[src/design/bhpq_pkg.sv]
// Shared types and constants for the binary heap priority queue.
// Depends on nothing; every other file of the block imports it.
`timescale 1ns / 1ps

package bhpq_pkg;

  // Heap sizing.
  localparam int CAPACITY = 64;
  localparam int POS_W    = $clog2(CAPACITY + 1);
  localparam int ADDR_W   = $clog2(CAPACITY);
  localparam int CHILD_W  = POS_W + 1;
  localparam int KEY_W    = 32;

  typedef logic signed [KEY_W-1:0] key_t;
  typedef logic [POS_W-1:0]        pos_t;
  typedef logic [ADDR_W-1:0]       addr_t;
  typedef logic [CHILD_W-1:0]      child_t;

  // Operation codes of an input beat.
  typedef enum logic [1:0] {
    KIND_INSERT = 2'd0,
    KIND_REMOVE = 2'd1,
    KIND_CHANGE = 2'd2,
    KIND_CLEAR  = 2'd3
  } kind_t;

  // Result status codes.
  typedef enum logic [1:0] {
    ST_OK    = 2'd0,
    ST_EMPTY = 2'd1,
    ST_RANGE = 2'd2,
    ST_FULL  = 2'd3
  } status_t;

  // Sequencer states.
  typedef enum logic [3:0] {
    S_IDLE,
    S_RM_ROOT,
    S_RM_LAST,
    S_CHG,
    S_UP,
    S_DN_L,
    S_DN_R,
    S_PLACE
  } state_t;

  typedef struct packed {
    kind_t kind;
    key_t  item_value;
    pos_t  position;
  } in_beat_t;

  typedef struct packed {
    key_t    removed_value;
    status_t status;
    pos_t    entry_total;
  } out_beat_t;

endpackage

[src/design/bhpq_key_ram.sv]
// Key storage of the heap: one write port and one registered read port.
// Depends on bhpq_pkg for the key and address types.
`timescale 1ns / 1ps

module bhpq_key_ram (
  input  logic           clk,
  input  logic           we,
  input  bhpq_pkg::addr_t waddr,
  input  bhpq_pkg::key_t  wdata,
  input  bhpq_pkg::addr_t raddr,
  output bhpq_pkg::key_t  rdata
);
  import bhpq_pkg::*;

  key_t mem [CAPACITY];

  // Write port.
  always_ff @(posedge clk) begin
    if (we) begin
      mem[waddr] <= wdata;
    end
  end

  // Read port; data appears the cycle after the address.
  always_ff @(posedge clk) begin
    rdata <= mem[raddr];
  end

endmodule

[src/design/bhpq_rank_unit.sv]
// Shared rank comparator: tells whether the upper key must sink below the lower.
// Depends on bhpq_pkg for the key type.
`timescale 1ns / 1ps

module bhpq_rank_unit (
  input  logic           max_order,
  input  bhpq_pkg::key_t upper,
  input  bhpq_pkg::key_t lower,
  output logic           outranked
);
  import bhpq_pkg::*;

  // Strict signed compare in the direction the order register selects.
  always_comb begin
    if (max_order) begin
      outranked = (upper < lower);
    end else begin
      outranked = (lower < upper);
    end
  end

endmodule

[src/design/binary_heap_priority_queue.sv]
// Top level of the binary heap priority queue: sequencer, count and result register.
// Depends on bhpq_pkg, bhpq_key_ram and bhpq_rank_unit.
`timescale 1ns / 1ps
//
// Channel   Ports                         Handshake
// input     in_data                       taken when start is high and busy is low
// result    out_valid, out_data           one-cycle strobe, no back-pressure
// config    cfg_we, cfg_wdata             written on any edge with cfg_we high
//
// Each beat gives one result, strobed in the cycle after the sequencer finishes.
// Insert sifts up one level at a time; remove and priority change may sift
// down, and each sift-down level costs up to two reads of the single key RAM
// port, one per child, each checked by the one shared rank comparator.
// Reset empties the heap and selects max order; the receiver cannot stall, and
// busy is high while a beat works.

module binary_heap_priority_queue (
  input  logic                clk,
  input  logic                rst_n,
  input  logic                start,
  output logic                busy,
  input  bhpq_pkg::in_beat_t  in_data,
  output logic                out_valid,
  output bhpq_pkg::out_beat_t out_data,
  input  logic                cfg_we,
  input  logic                cfg_wdata
);
  import bhpq_pkg::*;

  state_t    state_r, state_nxt;
  pos_t      count_r, count_nxt;
  pos_t      p_r, p_nxt;
  key_t      cur_r, cur_nxt;
  key_t      pick_key_r, pick_key_nxt;
  logic      pick_left_r, pick_left_nxt;
  key_t      removed_r, removed_nxt;
  logic      max_order_r;
  logic      out_valid_r, out_valid_nxt;
  out_beat_t out_data_r, out_data_nxt;

  // RAM and comparator hookup.
  logic  ram_we;
  addr_t ram_waddr;
  key_t  ram_wdata;
  addr_t ram_raddr;
  key_t  ram_rdata;
  key_t  cmp_upper;
  key_t  cmp_lower;
  logic  outr;

  // Sequencer scratch.
  logic    fin_en;
  status_t fin_status;
  key_t    fin_removed;
  logic    desc_en;
  pos_t    desc_pos;
  key_t    desc_key;
  pos_t    ins_pos;
  pos_t    par_pos;
  child_t  left_pos;
  child_t  right_pos;
  child_t  count_ext;

  // Address of a 1-based position.
  function automatic addr_t addr_of(input pos_t pos);
    pos_t dec;
    dec = pos - pos_t'(1);
    return dec[ADDR_W-1:0];
  endfunction

  function automatic addr_t caddr_of(input child_t pos);
    child_t dec;
    dec = pos - child_t'(1);
    return dec[ADDR_W-1:0];
  endfunction

  bhpq_key_ram u_ram (
    .clk   (clk),
    .we    (ram_we),
    .waddr (ram_waddr),
    .wdata (ram_wdata),
    .raddr (ram_raddr),
    .rdata (ram_rdata)
  );

  bhpq_rank_unit u_rank (
    .max_order (max_order_r),
    .upper     (cmp_upper),
    .lower     (cmp_lower),
    .outranked (outr)
  );

  // Order register.
  always_ff @(posedge clk) begin
    if (!rst_n) begin
      max_order_r <= 1'b1;
    end else if (cfg_we) begin
      max_order_r <= cfg_wdata;
    end
  end

  // Control state.
  always_ff @(posedge clk) begin
    if (!rst_n) begin
      state_r     <= S_IDLE;
      count_r     <= '0;
      out_valid_r <= 1'b0;
    end else begin
      state_r     <= state_nxt;
      count_r     <= count_nxt;
      out_valid_r <= out_valid_nxt;
    end
  end

  // Working and result payload.
  always_ff @(posedge clk) begin
    p_r         <= p_nxt;
    cur_r       <= cur_nxt;
    pick_key_r  <= pick_key_nxt;
    pick_left_r <= pick_left_nxt;
    removed_r   <= removed_nxt;
    out_data_r  <= out_data_nxt;
  end

  // Next state, RAM accesses and result.
  always_comb begin
    state_nxt     = state_r;
    count_nxt     = count_r;
    p_nxt         = p_r;
    cur_nxt       = cur_r;
    pick_key_nxt  = pick_key_r;
    pick_left_nxt = pick_left_r;
    removed_nxt   = removed_r;
    out_valid_nxt = 1'b0;
    out_data_nxt  = out_data_r;

    ram_we    = 1'b0;
    ram_waddr = addr_of(p_r);
    ram_wdata = cur_r;
    ram_raddr = '0;
    cmp_upper = cur_r;
    cmp_lower = ram_rdata;

    fin_en      = 1'b0;
    fin_status  = ST_OK;
    fin_removed = removed_r;
    desc_en     = 1'b0;
    desc_pos    = p_r;
    desc_key    = cur_r;

    ins_pos   = count_r + pos_t'(1);
    par_pos   = p_r >> 1;
    left_pos  = {p_r, 1'b0};
    right_pos = {p_r, 1'b1};
    count_ext = {1'b0, count_r};

    case (state_r)
      S_IDLE: begin
        if (start) begin
          cur_nxt     = in_data.item_value;
          removed_nxt = '0;
          fin_removed = '0;
          case (in_data.kind)
            KIND_INSERT: begin
              if (count_r == pos_t'(CAPACITY)) begin
                fin_en     = 1'b1;
                fin_status = ST_FULL;
              end else begin
                count_nxt = ins_pos;
                p_nxt     = ins_pos;
                if (count_r == '0) begin
                  ram_we    = 1'b1;
                  ram_waddr = '0;
                  ram_wdata = in_data.item_value;
                  fin_en    = 1'b1;
                end else begin
                  ram_raddr = addr_of(ins_pos >> 1);
                  state_nxt = S_UP;
                end
              end
            end
            KIND_REMOVE: begin
              if (count_r == '0) begin
                fin_en     = 1'b1;
                fin_status = ST_EMPTY;
              end else begin
                ram_raddr = '0;
                state_nxt = S_RM_ROOT;
              end
            end
            KIND_CHANGE: begin
              if (in_data.position == '0 || in_data.position > count_r) begin
                fin_en     = 1'b1;
                fin_status = ST_RANGE;
              end else begin
                p_nxt     = in_data.position;
                ram_raddr = addr_of(in_data.position);
                state_nxt = S_CHG;
              end
            end
            default: begin
              count_nxt = '0;
              fin_en    = 1'b1;
            end
          endcase
        end
      end

      // Root arrives; fetch the last key and shrink the heap.
      S_RM_ROOT: begin
        removed_nxt = ram_rdata;
        ram_raddr   = addr_of(count_r);
        count_nxt   = count_r - pos_t'(1);
        p_nxt       = pos_t'(1);
        state_nxt   = S_RM_LAST;
      end

      // Last key arrives and starts sinking from the root.
      S_RM_LAST: begin
        cur_nxt = ram_rdata;
        if (left_pos <= count_ext) begin
          ram_raddr = caddr_of(left_pos);
          state_nxt = S_DN_L;
        end else begin
          ram_we    = 1'b1;
          ram_wdata = ram_rdata;
          fin_en    = 1'b1;
        end
      end

      // Old key arrives; the new key rises if it outranks the old one, else it sinks.
      S_CHG: begin
        cmp_upper = ram_rdata;
        cmp_lower = cur_r;
        if (outr) begin
          if (p_r == pos_t'(1)) begin
            ram_we = 1'b1;
            fin_en = 1'b1;
          end else begin
            ram_raddr = addr_of(par_pos);
            state_nxt = S_UP;
          end
        end else if (left_pos <= count_ext) begin
          ram_raddr = caddr_of(left_pos);
          state_nxt = S_DN_L;
        end else begin
          ram_we = 1'b1;
          fin_en = 1'b1;
        end
      end

      // Parent key arrives; move it down while it ranks below the moving key.
      S_UP: begin
        cmp_upper = ram_rdata;
        cmp_lower = cur_r;
        if (outr) begin
          ram_we    = 1'b1;
          ram_wdata = ram_rdata;
          p_nxt     = par_pos;
          if (par_pos == pos_t'(1)) begin
            state_nxt = S_PLACE;
          end else begin
            ram_raddr = addr_of(par_pos >> 1);
          end
        end else begin
          ram_we = 1'b1;
          fin_en = 1'b1;
        end
      end

      // Left child arrives; compare against the moving key.
      S_DN_L: begin
        cmp_upper     = cur_r;
        cmp_lower     = ram_rdata;
        pick_left_nxt = outr;
        pick_key_nxt  = outr ? ram_rdata : cur_r;
        if (right_pos <= count_ext) begin
          ram_raddr = caddr_of(right_pos);
          state_nxt = S_DN_R;
        end else if (outr) begin
          desc_en  = 1'b1;
          desc_pos = left_pos[POS_W-1:0];
          desc_key = ram_rdata;
        end else begin
          ram_we = 1'b1;
          fin_en = 1'b1;
        end
      end

      // Right child arrives; it wins only if it beats the current pick.
      S_DN_R: begin
        cmp_upper = pick_key_r;
        cmp_lower = ram_rdata;
        if (outr) begin
          desc_en  = 1'b1;
          desc_pos = right_pos[POS_W-1:0];
          desc_key = ram_rdata;
        end else if (pick_left_r) begin
          desc_en  = 1'b1;
          desc_pos = left_pos[POS_W-1:0];
          desc_key = pick_key_r;
        end else begin
          ram_we = 1'b1;
          fin_en = 1'b1;
        end
      end

      // Drop the moving key into its final slot.
      S_PLACE: begin
        ram_we = 1'b1;
        fin_en = 1'b1;
      end

      default: begin
        state_nxt = S_IDLE;
      end
    endcase

    // One level of sift down: lift the child key and follow it.
    if (desc_en) begin
      ram_we    = 1'b1;
      ram_waddr = addr_of(p_r);
      ram_wdata = desc_key;
      p_nxt     = desc_pos;
      if ({desc_pos, 1'b0} <= count_ext) begin
        ram_raddr = caddr_of({desc_pos, 1'b0});
        state_nxt = S_DN_L;
      end else begin
        state_nxt = S_PLACE;
      end
    end

    // Close the beat and load the result register.
    if (fin_en) begin
      state_nxt                  = S_IDLE;
      out_valid_nxt              = 1'b1;
      out_data_nxt.removed_value = fin_removed;
      out_data_nxt.status        = fin_status;
      out_data_nxt.entry_total   = count_nxt;
    end
  end

  assign busy      = (state_r != S_IDLE);
  assign out_valid = out_valid_r;
  assign out_data  = out_data_r;

endmodule
[config.mk]
export PLATFORM = sky130hd
export DESIGN_NAME = binary_heap_priority_queue
export DESIGN_NICKNAME = d
export VERILOG_FILES = /design/src/design/bhpq_pkg.sv /design/src/design/bhpq_key_ram.sv /design/src/design/bhpq_rank_unit.sv /design/src/design/binary_heap_priority_queue.sv
export SDC_FILE = /design/constraint.sdc
export NUM_CORES = 2
export LEC_CHECK = 0
export BUFFER_PORTS_ARGS = -buffer_cell sky130_fd_sc_hd__buf_2
export CORE_MARGIN = 1.5
export CORE_UTILIZATION = 42
export CTS_CLUSTER_SIZE = 10
export DETAILED_ROUTE_END_ITERATION = 10
export GPL_ROUTABILITY_DRIVEN = 1
export PLACE_DENSITY = 0.56
export SLEW_MARGIN = 40
export SYNTH_ARGS = -nofsm -noshare
export SYNTH_HDL_FRONTEND = slang
export SYNTH_SLANG_ARGS = --single-unit
[constraint.sdc]
create_clock -name clk -period 18.3 [get_ports clk]
set_clock_uncertainty 0.15 [all_clocks]
set_input_delay 0.915 -clock clk [delete_from_list [all_inputs] [get_ports clk]]
set_output_delay 0.915 -clock clk [all_outputs]
set_load 0.1 [all_outputs]
* Word level (Yosys, flattened, before mapping)
Memory sizes are Yosys's and may differ from the RTL's. A register that Yosys moved wholly into a read port is not among the register bits.
Cells that the tools add are included.
** Operators by class
- Add/sub/neg operators :: 10
- $lt $le $gt $ge :: 6
- Eq/ne operators :: 25
- Multiplexer cells :: 101
- Bitwise operators :: 1
- Reduce and logical (&&, ||, !) cells :: 18
** Operators by type and width (count)
- $mux 32 :: 14
- $pmux 32 s2 :: 4
- $mux 6 :: 18
- $pmux 32 s3 :: 1
- $mux 7 :: 11
- $lt 32x32->1 :: 2
- $pmux 7 s2 :: 4
- $mux 4 :: 12
- $sub 6x1->6 const B :: 7
- $pmux 6 s6 :: 1
- $pmux 4 s7 :: 1
- $le 8x7->1 :: 3
- $mux 1 :: 24
- $pmux 7 s3 :: 1
- $ne 4x4->1 const B :: 5
- $eq 4x3->1 const B :: 4
- $logic_not 7->1 :: 2
- $ne 3x3->1 const B :: 4
- $pmux 4 s3 :: 1
- $pmux 6 s2 :: 1
- $reduce_and 11->1 :: 1
- $reduce_or 2->1 :: 5
- $eq 4x2->1 const B :: 2
- $reduce_bool 4->1 :: 2
- other kinds (27) :: 31
** Storage, ports and cells
- Flip-flop bits (word level) :: 158
- Bits in writable memories :: 2048
- Input port bits :: 46
- Output and inout port bits :: 43
- Logic and storage cells :: 174
- Memories kept :: 1
** Memory list
- u_ram.mem :: depth 64, bits a word 32, rd ports 1, clocked after memory_dff 1, wr ports 1, line bhpq_key_ram.sv:15 : key_t mem [CAPACITY];

* Depth between registers and ports, before layout
- Depth after elaboration :: 11
- Depth in mapped cells :: 38
- Depth with buffers taken out :: 32

* By module
From an unflattened synthesis, not the netlist that was laid out.
** Unflattened totals
- Cells, all modules :: 4879
- Area total of the unflattened synthesis :: 90938.5 sq um
** By module, submodules not included
- bhpq_key_ram :: times used 1, cells an instance 3511, area an instance 79039.6 sq um, sequential area each 62139.6 sq um
- binary_heap_priority_queue :: times used 1, cells an instance 1251, area an instance 11059.4 sq um, sequential area each 4614.4 sq um
- bhpq_rank_unit :: times used 1, cells an instance 117, area an instance 839.6 sq um, sequential area each 0.0 sq um

* Worst setup path before layout
Ideal clock, no wire load.
- Path kind :: flip-flop to flip-flop
- Start point :: register state_r[0]
- End point :: register u_ram.rdata[29] (read register of u_ram.mem)
- Library setup time :: 0.135 ns
- Data arrival time :: 8.029 ns
- Required time :: 18.015 ns
- Setup slack :: 9.986 ns
- Stages on the path, launching flop included :: 34
- Path buffers :: 8
- Clock period less this slack :: 8.314 ns
- Cells stage by stage :: dfxtp_1 -> clkbuf_1 -> clkbuf_1 -> nand3_1 -> nand2_1 -> clkbuf_1 -> buf_1 -> mux2_2 -> ha_1 -> nand4_1 -> or4_4 -> a31o_2 -> a21oi_1 -> o21ai_0 -> clkinv_1 -> a21o_1 -> nor2b_1 -> clkbuf_1 -> buf_1 -> o21ai_0 -> ha_1 -> a21o_1 -> a31oi_1 -> o21ai_0 -> nor2_1 -> mux2_4 -> or4_4 -> or4_4 -> buf_6 -> buf_4 -> a211oi_1 -> a211oi_1 -> o2111ai_1 -> o211ai_1
** Between the ends
- Word-level cells in the longest chain between the ends :: 11
- Elaborated cells on any way between the ends :: 28
- Those cells by class :: add/sub (1); order compare (3); eq/ne (6); mux (16); reduce/logical (2)
** RTL lines
- start, declared :: line binary_heap_priority_queue.sv:30 : state_t state_r, state_nxt;
- start signal, assigned :: line binary_heap_priority_queue.sv:109 : state_r <= state_nxt;
- $eq 4x3->1 or $eq 4x2->1 (tied branches) :: line binary_heap_priority_queue.sv:157 : case (state_r)
- $reduce_or 2->1 (no line)
- $pmux 32 s2 or $mux 32 (tied branches) :: line binary_heap_priority_queue.sv:157
- $lt 32x32->1, on equally long branches :: line bhpq_rank_unit.sv:18, bhpq_rank_unit.sv:16
- $mux 1 :: line bhpq_rank_unit.sv:15 : if (max_order) begin
- $mux 7 :: line binary_heap_priority_queue.sv:280 : end else if (outr) begin
- $mux 7 :: line binary_heap_priority_queue.sv:277 : if (right_pos <= count_ext) begin
- $pmux 7 s2 :: line binary_heap_priority_queue.sv:157
- $le 8x7->1 or $sub 6x1->6 (tied branches) :: line binary_heap_priority_queue.sv:325, binary_heap_priority_queue.sv:73
- $mux 6 :: line binary_heap_priority_queue.sv:325 : if ({desc_pos, 1'b0} <= count_ext) begin
- $mux 6 (*) :: line binary_heap_priority_queue.sv:320 : if (desc_en) begin
- end, declared :: line bhpq_key_ram.sv:11 : output bhpq_pkg::key_t rdata
Every way passes the cells marked *; elsewhere a longest branch is shown, timed or not.
A chain may end at the register's enable or synchronous reset.

* Worst setup path in the final report
- Start point :: register state_r[0]
- End point :: register u_ram.rdata[31] (read register of u_ram.mem)
The elaborated chain is that of the path after synthesis.

==> run_results.csv <==
group,metric,value,unit
route,routedWlPerCell,31.7,um
final_layout,final_cell_mix,"edfxtp_1 (2193), nand2_1 (810), mux2i_1 (372)",
route,first_iter_violations,8298,
status,run_status,"completed",
timing,setup_viol,0,
global_route,grt_pass1_vias,58700,
route,viasPerCell,6.24,
timing,fin_crit,12810,ps
logic_synthesis,synth_compound_gate_area_share,0.115,
setup_path,cp.required,18930,ps
clock_network,cts_max_path_buffers,4,
timing,final.setup.tns,0,ps
final_layout,synthToLayoutAreaGrowth,14.1,%
logic_synthesis,synth.cell_area,0.0941,sq mm
floorplanning,core-area,0.223,sq mm
logic_synthesis,synthSimpleGateAreaFrac,0.0900,
final_layout,multi_input_area,0.0262,sq mm
timing,worstMarginPinSlew,1030,ps
timing,period_share,0.700,
setup_path,path_common_cell,"buf_4",
route,num_vias,61600,
final_layout,final_common_cell,"edfxtp_1",
route,drc,0,
floorplanning,fp.dieW,476,um
timing,slew_viol_final,0,
final_layout,layout-drive-gt1-share,0.135,
place,dp_worst_setup_slack,5670,ps
clock_network,postCtsSetupBuffers,0,
logic_synthesis,synth_nets,6800,
clock_network,cts_root_buf,"clkbuf_16",
pwr,switching_power,9650,uW
setup_path,arrival,13430,ps
clock_network,clk_pin_slew,60,ps
final_layout,final-seq-area,0.0668,sq mm
setup_path,slowest_stage,"nand2_4",
floorplanning,dieArea,0.227,sq mm
clock_network,cts_tree,"done",
logic_synthesis,synthMuxAreaShare,0.0480,
logic_synthesis,syn_area_per_cell,14.1,sq um
clock_network,hold_buffers,0,
final_layout,fill_cells,19200,
route,antenna_left,0,
global_route,grt_max_degree,153,
pwr,ir_worst_vdd,0.238,mV
logic_synthesis,synthTopCellsByArea,"edfxtp_1 (70%), mux2i_1 (4.0%), nand2_1 (3.3%)",
logic_synthesis,ys.flop_type,"edfxtp_1",
timing,worst_hold_slack,66.2,ps
pwr,combPwrFrac,0.459,
global_route,grtUsageTotal,0.270,
setup_path,path_max_fanout,112,
timing,fin_ws,5490,ps
setup_path,crit_path_end_kind,"flip-flop",
final_layout,final_util,0.482,
timing,rsz0062_at_grt,"no",
pwr,power_frac_clock,0.220,
pwr,p_int,12400,uW
place,gp_congestion,0.880,
place,post-dp-hpwl,180,mm
clock_network,insertion_delay,950,ps
floorplanning,pin_count,89,
setup_path,cp-start-kind,"flip-flop",
route,routed_wl,313,mm
logic_synthesis,syn_inst,6685,
global_route,antenna_found_initial,11,
logic_synthesis,synth.ff_latch_count,2238,
logic_synthesis,yosys.area_share.adder,0.00918,
logic_synthesis,synth_top_family_by_area,"compound AO/OA/AOI/OAI gates",
clock_network,cts_sinks,2238,
timing,relSlewSlack,0.305,
logic_synthesis,synth_edf_count,2193,
logic_synthesis,synth-xor-area-share,0.00279,
logic_synthesis,synth_top_cell_by_area,"edfxtp_1",
final_layout,layout.nets,6890,
place,io_buffers,88,
pwr,switching_share,0.437,
route,first_pass_iters,7,
floorplanning,die_y,476,um
setup_path,worstSetupPathType,"flip-flop to flip-flop",
logic_synthesis,ys_types,86,
floorplanning,initial_utilization,0.423,
worst_hold_path,hp-class,"input pin to flip-flop",
global_route,grt_overflow,0,
final_layout,finalInstanceArea,0.107,sq mm
logic_synthesis,synthArstFlopShare,0,
setup_path,slowest_delay,860,ps
logic_synthesis,ys_seq_area_frac,0.710,
clock_network,htreeDepth,5,
pwr,seq_power_share,0.321,
job,drv_cap,0,
timing,max_freq,78.1,MHz
global_route,grt_pass1_wl,444,mm
clock_network,numCtsBuffers,279,
floorplanning,row_count,173,
clock_network,post_cts_resized,0,
place,dpl_cell_area,0.0995,sq mm
pwr,p_per_area,205,mW/mm^2
pwr,leakage,0.0363,uW
logic_synthesis,synth.top_cell.area_share,0.700,
logic_synthesis,yosys_warnings,0,
timing,finalHoldViolations,0,
[synth_stat cells, drive strengths merged, types with 38 or more instances]
library cell and instances:
nor3 56, inv 95, a21oi 227, mux2 70
a2111oi 39, o21ai 151, nand3 250, ha 69
buf 120, o2111ai 39, dfxtp 45, edfxtp 2193
a311oi 70, o41ai 70, clkbuf 390, nand2 825
and3 337, nor4 38, a31oi 50, o22ai 73
a211oi 355, o211ai 120, mux2i 372, and2 48
nor2 152
[through the flow]
step	cells	total power, uW
finish	9887	22100
global placement	9439	16800
global route	9883	22800
CTS	9881	22000
floorplan	6685	12800
detailed placement	9468	17100
[power by group through the flow]
stage	Combinational [uW]	Sequential, uW	Clock, uW
floorplan	5560	7270	0
global placement	9650	7180	0
detailed placement	9960	7180	0
CTS	9980	7070	4910
global route	10600	7090	5110
finish	10100	7090	4850
[kinds of logic after synthesis]
kind of cell,Yosys count
adders and majority gates,69
and+or+nand+nor,1794
muxes,442
other,1
DFF,2238
AOI/OAI and AO/OA,1502
xor gates and xnor gates,30
buffers and inverters,609
[metal layers]
metal	track usage	vias up	part of all wire
met3	0.0585	511	0.098
met2	0.404	3160	0.44
met1	0.383	31500	0.42
met4	0.107	6	0.042
met5	0	-	0.00016
li1	-	26400	-
[worst max-delay path, delay by kind of cell, from the launching register on]
| kind | cells | cell delay [ps] |
|---|---|---|
| buffers and inverters | 8 | 4020 |
| and+or+nand+nor | 10 | 3620 |
| adders and majority gates | 2 | 580 |
| AOI/OAI and AO/OA | 11 | 2320 |
| muxes | 2 | 760 |
| DFF | 1 | 780 |
[final timing paths]
check | from | endpoint | slack, ps | depth (start not counted)
worst max-delay path | state_r[0]$_SDFFE_PP0P_ | u_ram.rdata[31]$_DFF_P_ | 5490 | 33
worst min-delay path | cfg_we | max_order_r$_SDFFE_PN1P_ | 70 | 2
worst max register to register | state_r[0]$_SDFFE_PP0P_ | u_ram.rdata[31]$_DFF_P_ | 5490 | 33
worst min register to register | removed_r[16]$_DFFE_PN_ | out_data[25]$_DFFE_PP_ | 400 | 1
[registers in the layout, indices dropped and copies added, names as in the netlist, 4 cells and up]
name         cells
u_ram.mem     2048
out_data        41
cur_r           32
pick_key_r      32
removed_r       32
u_ram.rdata     32
count_r          7
p_r              7
state_r          4
[cell type report]
cell class / instances / area share
Multi-Input combinational cell: 3838 / 0.244
Inverter: 99 / 0.00347
Clock buffer: 395 / 0.0709
Clock inverter: 18 / 0.000979
Sequential cell: 2238 / 0.622
Antenna cell: 5 / 0.000117
Timing Repair Buffer: 319 / 0.0236
Tap cell: 2975 / 0.0347
Power figures use the tool's default switching activity.
